$ cat src/hdl/ssimbw_div.sv
// Iterative restoring divider, one quotient bit per cycle.
module ssimbw_div #(
  parameter int AW = 56,
  parameter int DW = 40,
  parameter int QB = 18
) (
  input  logic          clk,
  input  logic          rst,
  input  logic          start,
  input  logic [AW-1:0] dividend,
  input  logic [DW-1:0] divisor,
  output logic          done,
  output logic [QB-1:0] quotient
);

  localparam int CW = $clog2(QB + 1);

  logic [DW-1:0] rem;
  logic [QB-1:0] low;
  logic [DW-1:0] dsr;
  logic [CW-1:0] cnt;
  logic          busy;
  logic [DW:0]   trial;
  logic          ge;

  // The caller guarantees the quotient fits in QB bits, so the upper part
  // of the dividend is already below the divisor.
  assign trial = {rem, low[QB-1]};
  assign ge = trial >= {1'b0, dsr};

  // Control: count QB steps after a start.
  always_ff @(posedge clk) begin
    if (rst) begin
      busy <= 1'b0;
      done <= 1'b0;
      cnt <= '0;
    end else begin
      done <= 1'b0;
      if (start) begin
        busy <= 1'b1;
        cnt <= CW'(QB);
      end else if (busy) begin
        cnt <= cnt - 1'b1;
        if (cnt == CW'(1)) begin
          busy <= 1'b0;
          done <= 1'b1;
        end
      end
    end
  end

  // Datapath: shift in one dividend bit and subtract when it fits.
  always_ff @(posedge clk) begin
    if (start) begin
      rem <= DW'(dividend >> QB);
      low <= dividend[QB-1:0];
      dsr <= divisor;
      quotient <= '0;
    end else if (busy) begin
      rem <= ge ? DW'(trial - {1'b0, dsr}) : DW'(trial);
      low <= low << 1;
      quotient <= {quotient[QB-2:0], ge};
    end
  end

endmodule

$ cat config.mk
export PLATFORM = sky130hd
export DESIGN_NAME = ssimbw_div
export DESIGN_NICKNAME = d
export VERILOG_FILES = /design/src/hdl/ssimbw_div.sv
export SDC_FILE = /design/constraint.sdc
export NUM_CORES = 1
export LEC_CHECK = 0
export BUFFER_PORTS_ARGS = -buffer_cell sky130_fd_sc_hd__buf_2
export CORE_MARGIN = 2
export CORE_UTILIZATION = 30
export DETAILED_ROUTE_END_ITERATION = 7
export MAX_ROUTING_LAYER = met4
export SLEW_MARGIN = 15
export SYNTH_ARGS = -nofsm -noshare
export SYNTH_HDL_FRONTEND = slang
export SYNTH_SLANG_ARGS = --single-unit
$ cat constraint.sdc
create_clock -name clk -period 6.9 [get_ports clk]
set_input_delay 1.38 -clock clk [delete_from_list [all_inputs] [get_ports clk]]
set_output_delay 1.38 -clock clk [all_outputs]
set_load 0.005 [all_outputs]
## After elaboration in Yosys (flattened, before gate mapping)

Cells that the tools add are included.

- Input port bits: 99
- Latch bits: 0
- Memories: 0
- Bits in read-only memories: 0
- Logic and storage cells: 28
- Bits in writable memories: 0
- Bits in registers: 123

- Reductions and logical operators: 3
- Divide/modulo/power cells: 0
- Mux-type cells: 11
- Shifts and indexed selects: 0
- Eq/ne operators: 1
- $lt $le $gt $ge: 1
- Add/subtract/negate cells: 2
- Multiply operators: 0
- Bitwise logic cells: 1

Operator list:

| kind | count |
|---|---|
| $mux W38 | 2 |
| $ge A41 B40 Y1 | 1 |
| $mux W40 | 1 |
| $sub A40 B40 Y40 | 1 |
| $mux W18 | 2 |
| $mux W5 | 2 |
| $eq A5 B1 Y1 const B | 1 |
| $sub A5 B1 Y5 const B | 1 |
| $mux W1 | 4 |
| $reduce_or A3 Y1 | 1 |
| $reduce_bool A2 Y1 | 1 |
| $reduce_or A2 Y1 | 1 |
| $not A1 Y1 | 1 |

## Longest topological paths before layout

Gate-level depths: netlist (run 1).

- Word-level depth: 4
- Gate-level depth with buffers: 13

## Worst setup path after synthesis (run 1)

No wires, ideal clock.

- Path type: input port to flip-flop
- From: in start
- To: reg low[0], enable pin
- Buffers on the path: 3
- Setup slack: 3.076 ns
- Arrival: 3.187 ns
- Required time: 6.263 ns
- Library setup time: 0.637 ns
- Stages: 5
- Cell sequence: clkbuf_1 > inv_1 > clkbuf_1 > clkbuf_1 > nand2_1

- Word-level cells in the longest chain between the ends: 1

RTL lines:

| item | RTL line | source |
|---|---|---|
| from (decl) | 9 | `input logic start,` |
| $reduce_bool A2 Y1 (no line) | n/a |  |
| to (signal assigned) | 56 | `low <= dividend[QB-1:0];` |
| to (signal assigned) | 61 | `low <= low << 1;` |
| to (decl) | 19 | `logic [QB-1:0] low;` |

No other way between the ends.
A chain may end at the register's enable or synchronous reset.

## Worst setup path in the final report (run 1)

- From: reg rem[5]
- To: reg rem[32], data pin

- Word-level cells in the longest chain between the ends: 4

RTL lines:

| item | RTL line | source |
|---|---|---|
| from (decl) | 18 | `logic [DW-1:0] rem;` |
| from (signal assigned) | 55 | `rem <= DW'(dividend >> QB);` |
| from (signal assigned) | 60 | `rem <= ge ? DW'(trial - {1'b0, dsr}) : DW'(trial);` |
| $sub A40 B40 Y40 or $ge A41 B40 Y1 (tied branches) | 60, 29 |  |
| $mux W40 * | 60 |  |
| $mux W38 * | 59 | `end else if (busy) begin` |
| $mux W38 * | 54 | `if (start) begin` |

Every way passes the cells marked *; elsewhere a longest branch is shown, timed or not. The select of a mux whose other input is x is not followed.

==> out/results.ini, run 1 <==
[route]
vias = 5947
routed_wl_mm = 19.38
drc = 0
avgViaCountPerCell = 4.981
antenna_left = 0
drtIter0Drc = 434
first_pass_iters = 4
wl_per_cell_um = 16.23

[floorplanning]
initial_core_util_pct = 30.66
fp.dieArea_um2 = 26210
core_area_um2 = 24390
io_pins = 118
chipWidth_um = 161.9
die_y_um = 161.9
rows = 57

[timing]
maxSlewHeadroom_pct = 35.95
slew_viol_final = 0
max_clock_freq_mhz = 266.2
setup_viol = 0
fin_crit_ps = 3757
max_slew.worst_pin.slew_ps = 957.1
finalSetupTns_ps = 0
hold_slack_ps = 498.5
rsz0062_at_grt = false
finClkSkew_ps = 6.102
fin_crit_sh_pct = 54.45
hold_viol_final = 0

[global_routing]
antenna_found_initial = 0
grtUsageTotal_pct = 15.56
grt_util_met1_pct = 21.50
grt_overflow = 0
grt_max_degree = 77
grt_pass1_wl_mm = 31.26
use_met2_pct = 23.19
grt_pass1_vias = 5907
grt.busiest_layer = met2
met3_usage_pct = 2.681

[clock_tree]
cts_hold_buf = 0
cts_root_buf = clkbuf_16
clock_latency_ps = 420
cts_resized = 0
post_cts_buffers = 0
cts_max_level = 4
cts_made_buffers = 17
tritoncts = yes
cts_buffer_depth = 2
clock-sinks = 123
clkTransAtPathRegs_ps = 60

[yosys]
yosys_register_bits = 123
synth_area_leader_cell = edfxtp_1
synth_area_leaders = edfxtp_1 39%, dfxtp_1 7.2%, ha_1 7.0%, nand2_1 3.8%, nor2_1 3.5%
syn_nets = 897
synth_top_area_share_pct = 38.55
synth_ff_type = edfxtp_1
yosysWarnings = 0
synth_cell_types = 66
avgSynthCellArea_um2 = 9.905
synthesis.area_um2 = 7478
synth_edf_count = 96
postSynthCellCount = 755
synthArstFlopShare_pct = 0
ys_seq_area_share_pct = 45.78

[setup_path]
critPathRequiredTime_ps = 7070
start_kind = flop
reg2regPathDepth = 9
arrival_ps = 3930
r2r_slack_ps = 3140
path_class = flop to flop
r2r-start = rem[5]
r2r-end = rem[32]
crit_fanout = 42
critPathLaunch = rem[5]
crit_end = rem[32]
end_kind = flop

[power]
powerDensity_nw_per_um2 = 319.0
irDropWorstVdd_v = 0.0001868
leakage_nw = 3.693

[finish]
multi_input_area_um2 = 3674
drive_gt1_share_pct = 21.49
area_growth_pct = 18.79
layout.nets = 999
nFillCells = 2529
n_antenna_cell = 0
register_area_um2 = 3423
fin_cells = 1194

[placement]
dp_hpwl_mm = 13.99
port_buffers = 117
gp_congestion = 0.9125
place_inst = 1162

[outcome]
status = finished, final reports clean

[worst_hold_path]
hold_path_class = flop to flop

[flow_run]
maxCapViolations = 0

## registers in the layout, indices dropped and copies added, names as in the netlist
register  flops
rem          40
dsr          40
low          18
cnt           5
quotient     18
done          1
busy          1
## kinds of logic (layout without fill, tap and decap cells)
kind of cell    Yosys count  count (layout)  share of synthesized area, %
xor+xnor                 34              34                         3.982
fa+ha+maj                43              43                         7.295
simple gates            241             241                         15.21
flops                   123             123                         45.78
buf+inv                  92             207                         5.237
compound gates          181             181                         16.68
mux                      41              41                         5.822
## layout make-up
type                            count  share of cell area, %
Tap cell                          324                  4.563
Inverter                           54                  2.282
Multi-Input combinational cell    540                  41.35
Sequential cell                   123                  38.54
Clock buffer                       19                  5.352
Clock inverter                     13                 0.9577
Timing Repair Buffer              121                  6.958
## worst max-delay path, stage by stage (launching register included)
cell and delay, ps:
edfxtp_1 390, ha_1 410, a211oi_1 280, nor2_1 120
o41ai_4 400, nand4_1 210, nand2_1 260, o21ba_4 600
nor2_1 400, a221o_1 420
## where the power goes
| part | internal, mW | total, mW | switching, mW | leakage [nW] |
|---|---|---|---|---|
| clock network | 0.502 | 0.848 | 0.347 | 0.289 |
| logic | 0.407 | 1.02 | 0.617 | 2.23 |
| registers | 0.917 | 0.961 | 0.0443 | 1.17 |
## Yosys cell counts, types with 2 or more instances
cell,n
a2111oi_2,3
a211o_1,4
a211oi_1,7
a21o_1,11
a21oi_1,52
a221o_1,7
a31oi_1,25
and2_1,2
and3_1,8
and4_1,5
buf_1,5
buf_2,6
buf_4,4
buf_6,3
clkbuf_1,19
dfxtp_1,27
edfxtp_1,96
ha_1,42
inv_1,54
mux2_2,20
mux2i_1,21
nand2_1,76
nand2b_1,9
nand3_1,12
nand4_1,11
nor2_1,70
nor2b_1,6
nor3_1,22
nor3b_1,2
nor4_1,5
nor4b_1,6
o211ai_1,6
o21a_1,6
o21ai_0,27
o21bai_1,4
o22ai_1,3
o2bb2ai_1,3
o31ai_1,3
or2_2,2
or3_1,2
or4_1,2
xnor2_1,24
xor2_1,10
## worst min path at each step
stage | from | to | cells after the start
global placement | quotient[17] | quotient[17] | 2
floorplan | quotient[17] | quotient[17] | 2
finish | quotient[17] | quotient[17] | 2
CTS | quotient[17] | quotient[17] | 2
detailed placement | quotient[17] | quotient[17] | 2
global route | quotient[7] | quotient[7] | 2
## placed cells by master (no fill, tap or decap), types with 5 or more instances in the layout
master and instances:
o21a_1 6, a221o_1 7, nor2b_1 6, xor2_1 10, o21ai_0 27, nor2_1 70, dfxtp_1 27, inv_1 53
clkinv_2 5, nand4_1 11, buf_4 5, mux2_2 20, o211ai_1 6, nand2b_1 9, edfxtp_1 96, a31oi_1 25
nand2_1 75, xnor2_1 24, nor4_1 5, and3_1 8, clkbuf_16 19, nor4b_1 6, and4_1 5, nand3_1 12
nor3_1 22, ha_1 42, a21oi_1 52, mux2i_1 21, buf_2 116, a211oi_1 7, a21o_1 11
## layer usage
metal,vias to the layer above,part of all wire (%)
met4,0,1.8
met1,2779,50
met5,-,0
li1,2976,-
met2,170,44
met3,22,4.4
## metrics by stage
| step | instance area, µm² | setup WS, ps | util, % | total power [mW] |
|---|---|---|---|---|
| global route | 8884 | 2925 | 36.42 | 3.013 |
| CTS | 8884 | 3141 | 36.42 | 2.849 |
| detailed placement | 8323 | 2948 | 34.12 | 1.986 |
| global placement | 8323 | 2981 | 34.12 | 1.982 |
| finish | 8884 | 3143 | 36.42 | 2.834 |
| floorplan | 7478 | 3076 | - | 1.758 |
(Power assumes the default switching activity.)
==> run 2: changes to the inputs <==
- clock period: 6.9 -> 3.7 ns (I/O delays scaled with it)
==> run 2 against run 1 <==
- routed wire length up 3.9%
- critical path depth up 1
- via count up 2.4%
- clock skew up 5.8 ps
- fmax up 16%
- die area unchanged
- global-route usage up 0.53 points
- flip-flop and latch count unchanged
- cell count up 0.84%
- register-to-register slack worse by 2700 ps
- worst hold slack worse by 16 ps
- count of clock-buffer cells in the layout up 1
- critical path type unchanged
==> out/results.ini, run 2 (synthesis gave the netlist of run 1 again) <==
[outcome]
status = finished, final reports clean

[placement]
gp_congestion = 0.8980  ; -1.6%
port_buffers = 117  ; unchanged
dp_hpwl_mm = 14.78  ; +5.6%

[global_routing]
met3_usage_pct = 2.835  ; +0.15 points
grtUsageTotal_pct = 16.09  ; +0.53 points
grt_overflow = 0  ; unchanged
grt.busiest_layer = met2
grt_pass1_wl_mm = 32.15  ; +2.9%
use_met2_pct = 23.19  ; unchanged
grt_max_degree = 87  ; +13%
grt_util_met1_pct = 22.58  ; +1.1 points
antenna_found_initial = 0  ; unchanged
grt_pass1_vias = 6022  ; +1.9%

[clock_tree]
cts_resized = 0  ; unchanged
clock_latency_ps = 430  ; about the same
tritoncts = yes
post_cts_buffers = 0  ; unchanged
cts_root_buf = clkbuf_16
cts_max_level = 4  ; unchanged
clkTransAtPathRegs_ps = 70  ; about the same
cts_buffer_depth = 2  ; unchanged
clock-sinks = 123  ; unchanged
cts_made_buffers = 17  ; unchanged
cts_hold_buf = 0  ; unchanged

[floorplanning]
die_y_um = 161.9  ; unchanged
io_pins = 118  ; unchanged
rows = 57  ; unchanged
fp.dieArea_um2 = 26210  ; unchanged
initial_core_util_pct = 30.66  ; unchanged
chipWidth_um = 161.9  ; unchanged
core_area_um2 = 24390  ; unchanged

[setup_path]
end_kind = flop
reg2regPathDepth = 10  ; +1
r2r-end = rem[33]
crit_fanout = 15  ; -64%
start_kind = flop
r2r-start = rem[31]
path_class = flop to flop
critPathRequiredTime_ps = 3900  ; -3170 ps
arrival_ps = 3440  ; -490 ps
r2r_slack_ps = 460  ; -2680 ps

[timing]
max_clock_freq_mhz = 308.9  ; +16%
setup_viol = 0  ; unchanged
finClkSkew_ps = 11.89  ; +5.787 ps
fin_crit_sh_pct = 87.51  ; +33 points
max_slew.worst_pin.slew_ps = 540.5  ; -416.7 ps
finalSetupTns_ps = 0  ; unchanged
rsz0062_at_grt = false
maxSlewHeadroom_pct = 63.46  ; +28 points
fin_crit_ps = 3238  ; -519.2 ps
slew_viol_final = 0  ; unchanged
hold_viol_final = 0  ; unchanged

[worst_hold_path]
whs_path_depth = 1  ; -1
min_to = dsr[3]
hold_start = divisor[3]
hold_path_class = primary input to flop

[finish]
drive_gt1_share_pct = 22.39  ; +0.89 points
n_antenna_cell = 0  ; unchanged
layout_commonest_cell = buf_2
final_util_pct = 36.92  ; +0.50 points
layout_common_cells = 116 x buf_2, 96 x edfxtp_1, 75 x nand2_1
reg_top3 = dsr: 40 flops, rem: 40 flops
layout.nets = 1009  ; +1.0%
area_growth_pct = 20.41

[power]
leakage_nw = 3.757  ; +1.7%
irDropWorstVdd_v = 0.0003405  ; +82%
powerDensity_nw_per_um2 = 599.3  ; +88%

[route]
drtIter0Drc = 432  ; -0.46%
wl_per_cell_um = 16.72  ; +3.0%
drc = 0  ; unchanged
routed_wl_mm = 20.13  ; +3.9%
vias = 6088  ; +2.4%
first_pass_iters = 4  ; unchanged
antenna_left = 0  ; unchanged
avgViaCountPerCell = 5.056  ; +1.5%

[flow_run]
maxCapViolations = 0  ; unchanged

-- run 2: changes by cell type in the layout (fill, tap and decap cells not counted), moves of 2 or more --
cell and change:
buf_4 +7, clkbuf_8 +2, inv_4 -2, buf_12 +3, inv_6 +3, clkinv_2 -4
-- run 2: power by group --
part           internal (mW)  total [mW]  switching (mW)
logic                  0.796        1.98            1.18
registers               1.71        1.79          0.0822
clock network          0.949        1.63           0.681
total                   3.45        5.40            1.94
-- run 2: area by class of cell --
cell class | instances | area (µm²)
inverters | 54 | 202.7
flip-flops and latches | 123 | 3423
well taps | 324 | 405.4
multi-input cells | 540 | 3666
repair buffers | 131 | 730.7
clock inverters | 12 | 98.84
fillers | 2509 | 15390
clock buffers | 20 | 478.0
-- run 2: worst max-delay path, cell delays in order (launching register included) --
cell and delay [ps]:
edfxtp_1 390, ha_1 470, nand4_1 250, nor4_1 460
nand4bb_1 170, a31oi_1 190, a31o_2 130, o21bai_2 190
buf_4 300, nand2_1 100, a31oi_1 330
-- run 2: worst max-delay path by stage --
stage | startpoint | end | slack, ps | depth (start not counted)
after detailed placement | rem[5] | rem[1] | 500 | 10
final | rem[31] | rem[33] | 460 | 10
after global routing | rem[31] | rem[33] | 280 | 10
after CTS | rem[31] | rem[33] | 470 | 10
after floorplan | start | low[0] | 520 | 5
after global placement | rem[28] | rem[33] | 440 | 10
-- run 2: layer usage --
layer	up-vias	part of all wire, %	wire (µm)
li1	2999	-	-
met1	2883	51	10270
met2	173	43	8558
met3	33	3.9	786
met4	0	2.5	506
met5	-	0	0
-- run 2: metrics by stage --
| step | instances | setup WS, ps | area, µm² | power [mW] | hold WS, ps |
|---|---|---|---|---|---|
| global route | 1204 | 283.5 | 9005 | 5.728 | 472.7 |
| CTS | 1204 | 470.6 | 9005 | 5.433 | 466.9 |
| detailed placement | 1172 | 498.1 | 8428 | 3.769 | 488.7 |
| floorplan | 755 | 515.7 | 7478 | 3.279 | 485.4 |
| global placement | 1172 | 437.4 | 8428 | 3.767 | 470.5 |
| finish | 1204 | 462.2 | 9005 | 5.397 | 482.5 |
